$ cat config.mk
export PLATFORM = sky130hd
export DESIGN_NAME = matrix_matrix_multiply
export DESIGN_NICKNAME = d
export VERILOG_FILES = /design/src/mmm_pkg.sv /design/src/mmm_ram.sv /design/src/mmm_front.sv /design/src/mmm_queue.sv /design/src/mmm_back.sv /design/src/matrix_matrix_multiply.sv
export SDC_FILE = /design/constraint.sdc
export NUM_CORES = 2
export LEC_CHECK = 0
export ABC_CLOCK_PERIOD_IN_PS = 5550
export BUFFER_PORTS_ARGS = -buffer_cell sky130_fd_sc_hd__buf_2
export CORE_UTILIZATION = 57
export DETAILED_ROUTE_END_ITERATION = 16
export PLACE_DENSITY_LB_ADDON = 0.3
export SKIP_LAST_GASP = 1
export SYNTH_ARGS = -nofsm -noshare
export SYNTH_HDL_FRONTEND = slang
export SYNTH_SLANG_ARGS = --single-unit
$ cat constraint.sdc
create_clock -name clk -period 5.55 [get_ports clk]
set_input_delay 0.2775 -clock clk [delete_from_list [all_inputs] [get_ports clk]]
set_output_delay 0.2775 -clock clk [all_outputs]
set_load 0.01 [all_outputs]
$ cat src/mmm_pkg.sv
package mmm_pkg;

  localparam int MAX_DIM_DEF    = 8;
  localparam int DATA_WIDTH_DEF = 16;
  localparam int QUEUE_DEPTH    = 4;

  localparam int FUNC_W  = 2;
  localparam int IDX_W   = 3;
  localparam int DIM_W   = 4;
  localparam int VALUE_W = 16;
  localparam int PROD_W  = 40;
  localparam int CFG_IDX_W = 2;

  typedef enum logic [FUNC_W-1:0] {
    FUNC_LOAD_A  = 2'd0,
    FUNC_LOAD_B  = 2'd1,
    FUNC_COMPUTE = 2'd2,
    FUNC_NONE    = 2'd3
  } func_t;

  typedef enum logic [CFG_IDX_W-1:0] {
    REG_ROWS_A    = 2'd0,
    REG_INNER_DIM = 2'd1,
    REG_COLS_B    = 2'd2,
    REG_NONE      = 2'd3
  } cfg_reg_t;

  typedef enum logic [1:0] {
    OP_LOAD_A,
    OP_LOAD_B,
    OP_COMPUTE
  } op_t;

  typedef struct packed {
    op_t                op;
    logic [IDX_W-1:0]   row;
    logic [IDX_W-1:0]   col;
    logic [VALUE_W-1:0] value;
  } cmd_t;

  typedef struct packed {
    logic [DIM_W-1:0] m;
    logic [DIM_W-1:0] n;
    logic [DIM_W-1:0] p;
  } dims_t;

  typedef struct packed {
    logic             first;
    logic             lastk;
    logic             lastel;
    logic [IDX_W-1:0] row;
    logic [IDX_W-1:0] col;
  } meta_t;

  typedef enum logic {
    ST_IDLE,
    ST_RUN
  } bk_state_t;

  function automatic logic [DIM_W-1:0] eff_dim(input logic [DIM_W-1:0] v,
                                               input logic [DIM_W-1:0] max_dim);
    logic [DIM_W-1:0] r;
    if (v == '0) begin
      r = DIM_W'(1);
    end else if (v > max_dim) begin
      r = max_dim;
    end else begin
      r = v;
    end
    return r;
  endfunction

endpackage

$ cat src/mmm_ram.sv
module mmm_ram #(
  parameter int WIDTH = 16,
  parameter int DEPTH = 64,
  localparam int AW = (DEPTH > 1) ? $clog2(DEPTH) : 1
) (
  input  logic             clk,
  input  logic             we,
  input  logic [AW-1:0]    waddr,
  input  logic [WIDTH-1:0] wdata,
  input  logic             re,
  input  logic [AW-1:0]    raddr,
  output logic [WIDTH-1:0] rdata
);

  logic [WIDTH-1:0] mem [DEPTH];
  logic [WIDTH-1:0] rdata_r;

  always_ff @(posedge clk) begin
    if (we) begin
      mem[waddr] <= wdata;
    end
    if (re) begin
      rdata_r <= mem[raddr];
    end
  end

  assign rdata = rdata_r;

endmodule

$ cat src/mmm_front.sv
module mmm_front
  import mmm_pkg::*;
#(
  parameter int MAX_DIM = MAX_DIM_DEF
) (
  input  logic               in_valid,
  output logic               in_stall,
  input  logic [FUNC_W-1:0]  in_func,
  input  logic [IDX_W-1:0]   in_row,
  input  logic [IDX_W-1:0]   in_col,
  input  logic [VALUE_W-1:0] in_value,
  output logic               push_valid,
  input  logic               push_stall,
  output cmd_t               push_cmd
);

  logic in_range;
  logic keep;

  assign in_range = ({1'b0, in_row} < (IDX_W+1)'(MAX_DIM)) &&
                    ({1'b0, in_col} < (IDX_W+1)'(MAX_DIM));

  always_comb begin
    keep           = 1'b0;
    push_cmd.op    = OP_COMPUTE;
    push_cmd.row   = in_row;
    push_cmd.col   = in_col;
    push_cmd.value = in_value;
    case (func_t'(in_func))
      FUNC_LOAD_A: begin
        keep        = in_range;
        push_cmd.op = OP_LOAD_A;
      end
      FUNC_LOAD_B: begin
        keep        = in_range;
        push_cmd.op = OP_LOAD_B;
      end
      FUNC_COMPUTE: begin
        keep        = 1'b1;
        push_cmd.op = OP_COMPUTE;
      end
      default: begin
        keep = 1'b0;
      end
    endcase
  end

  // dropped beats are still consumed, so stall just follows the queue
  assign in_stall   = push_stall;
  assign push_valid = in_valid && keep;

endmodule

$ cat src/mmm_queue.sv
module mmm_queue
  import mmm_pkg::*;
#(
  parameter int DEPTH = QUEUE_DEPTH,
  localparam int PW = (DEPTH > 1) ? $clog2(DEPTH) : 1,
  localparam int CW = $clog2(DEPTH + 1)
) (
  input  logic clk,
  input  logic rst_n,
  input  logic push_valid,
  output logic push_stall,
  input  cmd_t push_cmd,
  output logic pop_valid,
  input  logic pop,
  output cmd_t pop_cmd
);

  cmd_t          mem_r [DEPTH];
  logic [PW-1:0] wr_ptr_r, wr_ptr_nxt;
  logic [PW-1:0] rd_ptr_r, rd_ptr_nxt;
  logic [CW-1:0] count_r, count_nxt;
  logic          do_push;

  assign push_stall = (count_r == CW'(DEPTH));
  assign pop_valid  = (count_r != '0);
  assign pop_cmd    = mem_r[rd_ptr_r];
  assign do_push    = push_valid && !push_stall;

  always_comb begin
    wr_ptr_nxt = wr_ptr_r;
    rd_ptr_nxt = rd_ptr_r;
    count_nxt  = count_r;
    if (do_push) begin
      wr_ptr_nxt = (wr_ptr_r == PW'(DEPTH - 1)) ? '0 : wr_ptr_r + 1'b1;
    end
    if (pop) begin
      rd_ptr_nxt = (rd_ptr_r == PW'(DEPTH - 1)) ? '0 : rd_ptr_r + 1'b1;
    end
    if (do_push && !pop) begin
      count_nxt = count_r + 1'b1;
    end else if (!do_push && pop) begin
      count_nxt = count_r - 1'b1;
    end
  end

  always_ff @(posedge clk) begin
    if (!rst_n) begin
      wr_ptr_r <= '0;
      rd_ptr_r <= '0;
      count_r  <= '0;
    end else begin
      wr_ptr_r <= wr_ptr_nxt;
      rd_ptr_r <= rd_ptr_nxt;
      count_r  <= count_nxt;
    end
  end

  always_ff @(posedge clk) begin
    if (do_push) begin
      mem_r[wr_ptr_r] <= push_cmd;
    end
  end

endmodule

$ cat src/mmm_back.sv
module mmm_back
  import mmm_pkg::*;
#(
  parameter int MAX_DIM    = MAX_DIM_DEF,
  parameter int DATA_WIDTH = DATA_WIDTH_DEF
) (
  input  logic              clk,
  input  logic              rst_n,
  input  dims_t             dims,
  input  logic              q_valid,
  input  cmd_t              q_cmd,
  output logic              q_pop,
  output logic              out_valid,
  input  logic              out_stall,
  output logic [IDX_W-1:0]  out_row,
  output logic [IDX_W-1:0]  out_col,
  output logic [PROD_W-1:0] out_product,
  output logic              out_last
);

  localparam int DEPTH = MAX_DIM * MAX_DIM;
  localparam int AW    = (DEPTH > 1) ? $clog2(DEPTH) : 1;
  localparam int MUL_W = 2 * DATA_WIDTH;
  localparam int ACC_W = MUL_W + 3;
  localparam int EXT_W = (ACC_W > PROD_W) ? ACC_W : PROD_W;
  localparam int HI_W  = EXT_W - PROD_W + 1;

  bk_state_t state_r, state_nxt;
  logic [IDX_W-1:0] i_r, i_nxt;
  logic [IDX_W-1:0] j_r, j_nxt;
  logic [IDX_W-1:0] k_r, k_nxt;

  logic en;
  logic issue;
  logic last_k, last_j, last_i;
  logic we_a, we_b;
  logic [AW-1:0] waddr;
  logic [DATA_WIDTH-1:0] wdata;
  logic [AW-1:0] raddr_a, raddr_b;
  logic [DATA_WIDTH-1:0] rd_a, rd_b;

  meta_t meta_issue;
  logic  v1_r, v2_r;
  meta_t meta1_r, meta2_r;
  logic signed [MUL_W-1:0] prod_r;
  logic signed [ACC_W-1:0] acc_r;
  logic signed [ACC_W-1:0] acc_base;
  logic signed [ACC_W-1:0] sum;
  logic [EXT_W-1:0] ext;
  logic [HI_W-1:0]  hi;
  logic [PROD_W-1:0] sat;

  logic out_valid_r;
  logic [IDX_W-1:0]  out_row_r;
  logic [IDX_W-1:0]  out_col_r;
  logic [PROD_W-1:0] out_product_r;
  logic              out_last_r;

  // compute datapath freezes while a result waits on a stalled output
  assign en = !out_valid_r || !out_stall;

  assign last_k = ({1'b0, k_r} == dims.n - 1'b1);
  assign last_j = ({1'b0, j_r} == dims.p - 1'b1);
  assign last_i = ({1'b0, i_r} == dims.m - 1'b1);

  always_comb begin
    state_nxt = state_r;
    i_nxt     = i_r;
    j_nxt     = j_r;
    k_nxt     = k_r;
    case (state_r)
      ST_IDLE: begin
        if (q_valid && q_cmd.op == OP_COMPUTE) begin
          state_nxt = ST_RUN;
          i_nxt     = '0;
          j_nxt     = '0;
          k_nxt     = '0;
        end
      end
      ST_RUN: begin
        if (en) begin
          if (!last_k) begin
            k_nxt = k_r + 1'b1;
          end else begin
            k_nxt = '0;
            if (!last_j) begin
              j_nxt = j_r + 1'b1;
            end else begin
              j_nxt = '0;
              if (!last_i) begin
                i_nxt = i_r + 1'b1;
              end else begin
                state_nxt = ST_IDLE;
              end
            end
          end
        end
      end
      default: begin
        state_nxt = ST_IDLE;
      end
    endcase
  end

  always_comb begin
    q_pop = 1'b0;
    issue = 1'b0;
    we_a  = 1'b0;
    we_b  = 1'b0;
    case (state_r)
      ST_IDLE: begin
        q_pop = q_valid;
        we_a  = q_valid && q_cmd.op == OP_LOAD_A;
        we_b  = q_valid && q_cmd.op == OP_LOAD_B;
      end
      ST_RUN: begin
        issue = en;
      end
      default: begin
        q_pop = 1'b0;
      end
    endcase
  end

  assign waddr   = AW'(int'(q_cmd.row) * MAX_DIM + int'(q_cmd.col));
  assign wdata   = DATA_WIDTH'(q_cmd.value);
  assign raddr_a = AW'(int'(i_r) * MAX_DIM + int'(k_r));
  assign raddr_b = AW'(int'(k_r) * MAX_DIM + int'(j_r));

  mmm_ram #(
    .WIDTH (DATA_WIDTH),
    .DEPTH (DEPTH)
  ) u_ram_a (
    .clk   (clk),
    .we    (we_a),
    .waddr (waddr),
    .wdata (wdata),
    .re    (en),
    .raddr (raddr_a),
    .rdata (rd_a)
  );

  mmm_ram #(
    .WIDTH (DATA_WIDTH),
    .DEPTH (DEPTH)
  ) u_ram_b (
    .clk   (clk),
    .we    (we_b),
    .waddr (waddr),
    .wdata (wdata),
    .re    (en),
    .raddr (raddr_b),
    .rdata (rd_b)
  );

  always_comb begin
    meta_issue.first  = (k_r == '0);
    meta_issue.lastk  = last_k;
    meta_issue.lastel = last_i && last_j;
    meta_issue.row    = i_r;
    meta_issue.col    = j_r;
  end

  assign acc_base = meta2_r.first ? '0 : acc_r;
  assign sum      = acc_base + ACC_W'(prod_r);
  assign ext      = EXT_W'(sum);
  assign hi       = ext[EXT_W-1:PROD_W-1];

  always_comb begin
    if ((&hi) || !(|hi)) begin
      sat = ext[PROD_W-1:0];
    end else if (ext[EXT_W-1]) begin
      sat = {1'b1, {(PROD_W-1){1'b0}}};
    end else begin
      sat = {1'b0, {(PROD_W-1){1'b1}}};
    end
  end

  always_ff @(posedge clk) begin
    if (!rst_n) begin
      state_r     <= ST_IDLE;
      i_r         <= '0;
      j_r         <= '0;
      k_r         <= '0;
      v1_r        <= 1'b0;
      v2_r        <= 1'b0;
      out_valid_r <= 1'b0;
    end else begin
      state_r <= state_nxt;
      i_r     <= i_nxt;
      j_r     <= j_nxt;
      k_r     <= k_nxt;
      if (en) begin
        v1_r        <= issue;
        v2_r        <= v1_r;
        out_valid_r <= v2_r && meta2_r.lastk;
      end
    end
  end

  always_ff @(posedge clk) begin
    if (en) begin
      meta1_r <= meta_issue;
      meta2_r <= meta1_r;
      prod_r  <= $signed(rd_a) * $signed(rd_b);
      if (v2_r) begin
        acc_r <= sum;
      end
      if (v2_r && meta2_r.lastk) begin
        out_row_r     <= meta2_r.row;
        out_col_r     <= meta2_r.col;
        out_product_r <= sat;
        out_last_r    <= meta2_r.lastel;
      end
    end
  end

  assign out_valid   = out_valid_r;
  assign out_row     = out_row_r;
  assign out_col     = out_col_r;
  assign out_product = out_product_r;
  assign out_last    = out_last_r;

endmodule

$ cat src/matrix_matrix_multiply.sv
// Matrix multiply R = A * B on signed Q8.8 elements, results in signed Q24.16
// (40 bits, exact). Load beats (func 0 for A, 1 for B) write one element each
// and are retired from the queue while no compute beat runs; a compute beat
// streams out every element of R in row-major order with out_last on the
// final one. Input beats go through a 4-entry command queue, so in_stall
// rises only when that queue is full. A compute beat issues rows_a * cols_b *
// inner_dim products (up to 512) to the single multiply-accumulate unit fed
// from the two element RAMs, one product per cycle while the output does not
// stall. A stalled output freezes the multiply-accumulate pipeline. Dimension
// registers read 0 as 1 and clamp above MAX_DIM; loads with row or col at or
// above MAX_DIM and func code 3 are consumed and dropped. Reading an element
// that was never loaded gives an undefined result.
module matrix_matrix_multiply
  import mmm_pkg::*;
#(
  parameter int MAX_DIM    = MAX_DIM_DEF,
  parameter int DATA_WIDTH = DATA_WIDTH_DEF
) (
  input  logic                 clk,
  input  logic                 rst_n,
  input  logic                 cfg_valid,
  output logic                 cfg_ready,
  input  logic [CFG_IDX_W-1:0] cfg_index,
  input  logic [DIM_W-1:0]     cfg_data,
  input  logic                 in_valid,
  output logic                 in_stall,
  input  logic [FUNC_W-1:0]    in_func,
  input  logic [IDX_W-1:0]     in_row,
  input  logic [IDX_W-1:0]     in_col,
  input  logic signed [VALUE_W-1:0] in_value,
  output logic                 out_valid,
  input  logic                 out_stall,
  output logic [IDX_W-1:0]     out_row,
  output logic [IDX_W-1:0]     out_col,
  output logic signed [PROD_W-1:0] out_product,
  output logic                 out_last
);

  logic [DIM_W-1:0] rows_a_r, inner_dim_r, cols_b_r;
  dims_t dims;

  logic push_valid, push_stall;
  cmd_t push_cmd;
  logic q_valid, q_pop;
  cmd_t q_cmd;
  logic [PROD_W-1:0] product;

  assign cfg_ready = 1'b1;

  always_ff @(posedge clk) begin
    if (!rst_n) begin
      rows_a_r    <= DIM_W'(MAX_DIM);
      inner_dim_r <= DIM_W'(MAX_DIM);
      cols_b_r    <= DIM_W'(MAX_DIM);
    end else if (cfg_valid && cfg_ready) begin
      case (cfg_reg_t'(cfg_index))
        REG_ROWS_A:    rows_a_r    <= cfg_data;
        REG_INNER_DIM: inner_dim_r <= cfg_data;
        REG_COLS_B:    cols_b_r    <= cfg_data;
        default: begin
        end
      endcase
    end
  end

  always_comb begin
    dims.m = eff_dim(rows_a_r, DIM_W'(MAX_DIM));
    dims.n = eff_dim(inner_dim_r, DIM_W'(MAX_DIM));
    dims.p = eff_dim(cols_b_r, DIM_W'(MAX_DIM));
  end

  mmm_front #(
    .MAX_DIM (MAX_DIM)
  ) u_front (
    .in_valid   (in_valid),
    .in_stall   (in_stall),
    .in_func    (in_func),
    .in_row     (in_row),
    .in_col     (in_col),
    .in_value   (in_value),
    .push_valid (push_valid),
    .push_stall (push_stall),
    .push_cmd   (push_cmd)
  );

  mmm_queue u_queue (
    .clk        (clk),
    .rst_n      (rst_n),
    .push_valid (push_valid),
    .push_stall (push_stall),
    .push_cmd   (push_cmd),
    .pop_valid  (q_valid),
    .pop        (q_pop),
    .pop_cmd    (q_cmd)
  );

  mmm_back #(
    .MAX_DIM    (MAX_DIM),
    .DATA_WIDTH (DATA_WIDTH)
  ) u_back (
    .clk         (clk),
    .rst_n       (rst_n),
    .dims        (dims),
    .q_valid     (q_valid),
    .q_cmd       (q_cmd),
    .q_pop       (q_pop),
    .out_valid   (out_valid),
    .out_stall   (out_stall),
    .out_row     (out_row),
    .out_col     (out_col),
    .out_product (product),
    .out_last    (out_last)
  );

  assign out_product = product;

endmodule
# Word level (Yosys, flattened, before mapping)
# Memory sizes are Yosys's and may differ from the RTL's. A register that Yosys moved wholly into a read port is not among the register bits.
# Index checks and enable logic that the tools add are counted.
[word_totals] register_bits=159 latchBits=0 mem_bits_rw=2144 romBits=0 in_bits=35 memories=3
[memory_table] memory="u_back.u_ram_a.mem" words=64 width=16 rd=1 rd_ports_with_merged_regs=1 wr=1 line_no="mmm_ram.sv:15" text="logic [WIDTH-1:0] mem [DEPTH];"
[memory_table] memory="u_back.u_ram_b.mem" words=64 width=16 rd=1 rd_ports_with_merged_regs=1 wr=1 line_no="mmm_ram.sv:15"
[memory_table] memory="u_queue.mem_r" words=4 width=24 rd=1 rd_ports_with_merged_regs=1 wr=1 line_no="mmm_queue.sv:18" text="cmd_t mem_r [DEPTH];"
[classes] add_sub_neg=14 mul=1 div=0 n_lt_le_gt_ge=3 n_eq_ne=17 shifts=0 muxes=44 bitwise=1 reduce_logical=33
[op_table] op="$mux 3" n=12
[op_table] op="$add 35x32->35" n=1
[op_table] op="$mux 35" n=1
[op_table] op="$mul 16x16->32" n=1
[op_table] op="$mux 4" n=6
[op_table] op="$add 6x3->6" n=3
[op_table] op="$pmux 3 s2" n=3
[op_table] op="$mux 1" n=16
[op_table] op="$add 3x1->3 const B" n=4
[op_table] op="$eq 3x4->1" n=3
[op_table] op="$gt 4x4->1 const B" n=3
[op_table] op="$logic_not 4->1" n=3
[op_table] op="$reduce_and 2->1" n=6
[op_table] op="$sub 4x1->4 const B" n=3
[op_table] op="$eq 2x2->1 const B" n=5
[op_table] op="$logic_and 1x1->1" n=9
[op_table] op="$mux 2" n=4
[op_table] op="$ne 2x2->1 const B" n=4
[op_table] op="$eq 2x1->1 const B" n=3
[op_table] op="$logic_not 2->1" n=3
[op_table] op="$logic_not 1->1" n=5
[op_table] op="$reduce_and 5->1" n=1
[op_table] op="$add 2x1->2 const B" n=2
[op_table] op="$pmux 2 s2" n=1
[op_table] op="11 further kinds" n=11

# Depth between registers and ports, before layout
[logic_depth] ltp_word=10 depth_mapped=23

# Cells and area by module
# A second synthesis with hierarchy kept.
[unflattened] hier_cells=5528 hier_area_um2=101651.2
[modules_own_cells] mod="mmm_ram" instances=2 cells_per_inst=1829 area_per_inst_um2=40202.3
[modules_own_cells] mod="mmm_back" instances=1 cells_per_inst=1606 area_per_inst_um2=16497.1
[modules_own_cells] mod="mmm_queue" instances=1 cells_per_inst=175 area_per_inst_um2=3985.1
[modules_own_cells] mod="matrix_matrix_multiply" instances=1 cells_per_inst=63 area_per_inst_um2=570.5
[modules_own_cells] mod="mmm_front" instances=1 cells_per_inst=26 area_per_inst_um2=193.9

# Least setup slack after synthesis
# No wires, ideal clock.
[synth_timing] path_type="flip-flop to flip-flop" start="register u_back.u_ram_a.rdata_r[15], in the netlist u_back.u_ram_a.rdata[15], read port of u_back.u_ram_a.mem" end="register u_back.prod_r[31], data pin" setup_ps=174 arrival_ps=5707 required_time_ps=5376 setup_slack_ps=-331 stages_incl_launch_ff=22 n_path_buf=2 path_cell_list="edfxtp_1 -> clkbuf_1 -> nand2_1 -> inv_1 -> fa_1 -> fa_1 -> fa_1 -> fa_1 -> fa_1 -> inv_1 -> fa_1 -> inv_1 -> ha_1 -> a21o_1 -> a21o_1 -> a21oi_1 -> o21bai_1 -> a21oi_1 -> and2_1 -> clkbuf_1 -> o31ai_1 -> a311oi_1"
[synth_via] elab_chain_len=1
[synth_rtl] element="from (decl)" line_no="mmm_ram.sv:16" text="logic [WIDTH-1:0] rdata_r;"
[synth_rtl] element="$mul 16x16->32" line_no="mmm_back.sv:205" text="prod_r <= $signed(rd_a) * $signed(rd_b);"
[synth_rtl] element="to (signal assigned)" line_no="mmm_back.sv:205"
[synth_rtl] element="to (decl)" line_no="mmm_back.sv:45" text="logic signed [MUL_W-1:0] prod_r;"
# Every way passes these cells.
# A chain may end at the register's enable or synchronous reset.

# Final worst setup path
[layout_timing] start="register u_back.u_ram_a.rdata_r[15], in the netlist u_back.u_ram_a.rdata[15], read port of u_back.u_ram_a.mem" end="register u_back.prod_r[30], data pin"
# Same word-level chain as after synthesis.

==> impl_metrics.tcl <==
set metrics [dict create \
    status "finished with violations" \
    violations "negative setup slack" \
    cts_buffer_depth 3 \
    ys_ff_latch 2337 \
    vias_per_cell 6.28 \
    dpl_cell_area_um2 105000 \
    synth_top_area_share_pct 69.3 \
    drtIter0Drc 6109 \
    cp.arrival_ns 6.51 \
    synthCells 4913 \
    grt_max_degree 100 \
    rows 153 \
    syn-num-nets 5341 \
    antenna_left 0 \
    crit_type "flip-flop to flip-flop" \
    core_area_um2 174000 \
    h-tree-depth 4 \
    initial_core_util_pct 57.4 \
    grt_overflow 0 \
    relSlewSlack_pct 17.4 \
    final_max_slew_viol_count 0 \
    start_kind "flip-flop" \
    synth_area_leaders "edfxtp_1 (69%), mux4_2 (16%), fa_1 (5.3%), ha_1 (1.6%), inv_1 (1.2%)" \
    critPathMaxFanout 12 \
    maxCapViolCount 0 \
    final_layout_size_suffix_gt1_share_pct 27.7 \
    syn_area_per_cell_um2 20.3 \
    yosys.area.top_type "edfxtp_1" \
    finalSetupViolCount 11 \
    ys_types 64 \
    synth-edff-count 2303 \
    stdcell_area_um2 113000 \
    place_inst 7451 \
    async_flop_share_pct 0 \
    nFillCells 11115 \
    cts_tree "built" \
    die_h_um 421 \
    hold_path_depth 2 \
    areaGrowthSynthToFinish_pct 13.4 \
    post-route-util_pct 65.1 \
    port_buffers 83 \
    drcViolationCount 0 \
    grt_first_pass_wirelength_um 339000 \
    hold_class "input port to flip-flop" \
    cts_made_buffers 222 \
    post_drt_wl_per_cell_um 29.1 \
    hold_violations 0 \
    clkLatencyLatePin_ns 0.88 \
    dieArea_um2 177000 \
    cts_sinks 2337 \
    synthFlopType "edfxtp_1" \
    worst-r2r-setup-slack_ns -0.27 \
    mostFrequentLayoutCells "edfxtp_1 (2303), mux4_2 (680), buf_4 (321), inv_1 (309), fa_1 (255)" \
    clock.fmax_mhz 172 \
    fp.dieW_um 421 \
    routabilityCongestion 0.850 \
    synth_area_um2 99900 \
    worst_slew_pin_slew_ns 1.24 \
    grt.total_usage_pct 26.6 \
    fin_crit_ns 5.82 \
    post-route-worst-setup-slack_ns -0.265 \
    num_io_pins 85 \
    ys_warn_count 0 \
    r2r_cells 17 \
    mostFrequentLayoutCell "edfxtp_1" \
    grt_setup_unrepaired "yes" \
    nNetsFinal 5828 \
    ys_seq_area_share_pct 69.9 \
    required_ns 6.24 \
    skew_ns 0.0636 \
    hpwl_um 140000 \
    drt_first_pass_iters 6 \
    finalWirelength_um 230000 \
    crit_path_end_kind "flip-flop" \
    stdcell_count 7916 \
    clk_pin_slew_ns 0.08 \
    num_vias 49715 \
    first_global_vias 50018 \
    ctsRootBufferMaster "clkbuf_16" \
    antenna_found_initial 16 \
    fin_crit_sh_pct 105 \
]
-- cells by family after synthesis --
logic type,after synthesis,synth area share (%)
flops,2337,69.9
simple gates,662,3.14
mux,712,15.9
fa+ha+maj,393,6.91
other cells,1,0.00376
xor+xnor,79,0.693
compound gates,192,1.26
buf+inv,537,2.20
-- per-layer routing --
| metal | GRT usage (%) | part of all wire [%] |
|---|---|---|
| met4 | 7.79 | 2.9 |
| met2 | 41.6 | 48 |
| met5 | 0 | 0.020 |
| met3 | 4.74 | 9.4 |
| met1 | 39.0 | 40 |
-- critical path, cell delays in order (launching register included) --
cell and delay [ns]:
edfxtp_1 0.44, buf_4 0.15, buf_6 0.13, nand2_1 0.14, fa_1 0.55, inv_1 0.07, fa_2 0.62, buf_4 0.18
fa_1 0.44, fa_1 0.59, fa_1 0.45, fa_1 0.50, ha_4 0.30, nand4_1 0.09, or2_2 0.33, o21a_1 0.22
a2111o_1 0.39, o211ai_1 0.08
-- timing repair --
item / CTS / global route
setup buffers: 3 / 9
hold buffers: 39 / 0
resized for setup: 18 / 75
endpoints found under the hold margin: 114 / 0
pin swaps: 18 / 48
endpoints found under the setup margin: 13 / 18
-- stage by stage --
| stage | worst slack [ns] | TNS (ns) | hold WS (ns) |
|---|---|---|---|
| after floorplan | -0.0349 | -0.0349 | 0.339 |
| after global placement | -0.299 | -2.13 | 0.401 |
| after detailed placement | -0.362 | -2.65 | 0.405 |
| after CTS | -0.205 | -1.15 | 0.0984 |
| after global routing | -0.428 | -3.92 | 0.148 |
| final | -0.265 | -1.29 | 0.174 |
-- cell usage after synthesis (all sizes together) (22+ instances only) --
library cell	number
fa	264
nor2b	46
dfxtp	34
clkbuf	109
ha	129
mux4	696
o21ai	29
nor2	204
and2	131
a21o	25
buf	110
xor2	22
nand2	191
xnor2	57
inv	317
a21oi	67
nand3	22
edfxtp	2303
-- path summary, 6_finish.rpt --
path,from,end
min reg2reg,u_back.meta2_r[2],u_back.out_col[2]
max reg2reg,u_back.u_ram_a.rdata[15],u_back.prod_r[30]
min,in_value[13],u_queue.mem_r[2][13]
max,u_back.u_ram_a.rdata[15],u_back.prod_r[30]
-- state kept, by name, summed over array words and instances (netlist names), 2 cells and up, named ones only --
signal,flops
u_back.u_ram_b.mem,1024
u_back.meta2_r,9
rows_a_r,4
u_back.k_r,3
u_back.out_col,3
u_queue.wr_ptr_r,2
u_back.out_row,3
cols_b_r,4
u_queue.count_r,3
u_back.prod_r,32
u_queue.mem_r,96
u_back.meta1_r,9
u_back.out_product,35
u_back.u_ram_a.rdata,16
inner_dim_r,4
u_back.u_ram_b.rdata,16
u_back.i_r,3
u_back.acc_r,35
u_back.u_ram_a.mem,1024
u_queue.rd_ptr_r,2
u_back.j_r,3
-- area by class of cell --
class / count / area (µm²) / share of cell area (%)
sequential: 2337 / 69900 / 61.7
timing repair buffer: 482 / 3840 / 3.39
inverter: 318 / 1190 / 1.05
multi-input combinational: 2039 / 28200 / 24.9
clock inverter: 127 / 1330 / 1.17
tap: 2325 / 2910 / 2.57
antenna: 7 / 17.5 / 0.0155
clock buffer: 281 / 5850 / 5.17
Power is left out: the tool's default activity adds up to more than one toggle a clock period on the data nets, which glitch-free logic cannot reach.
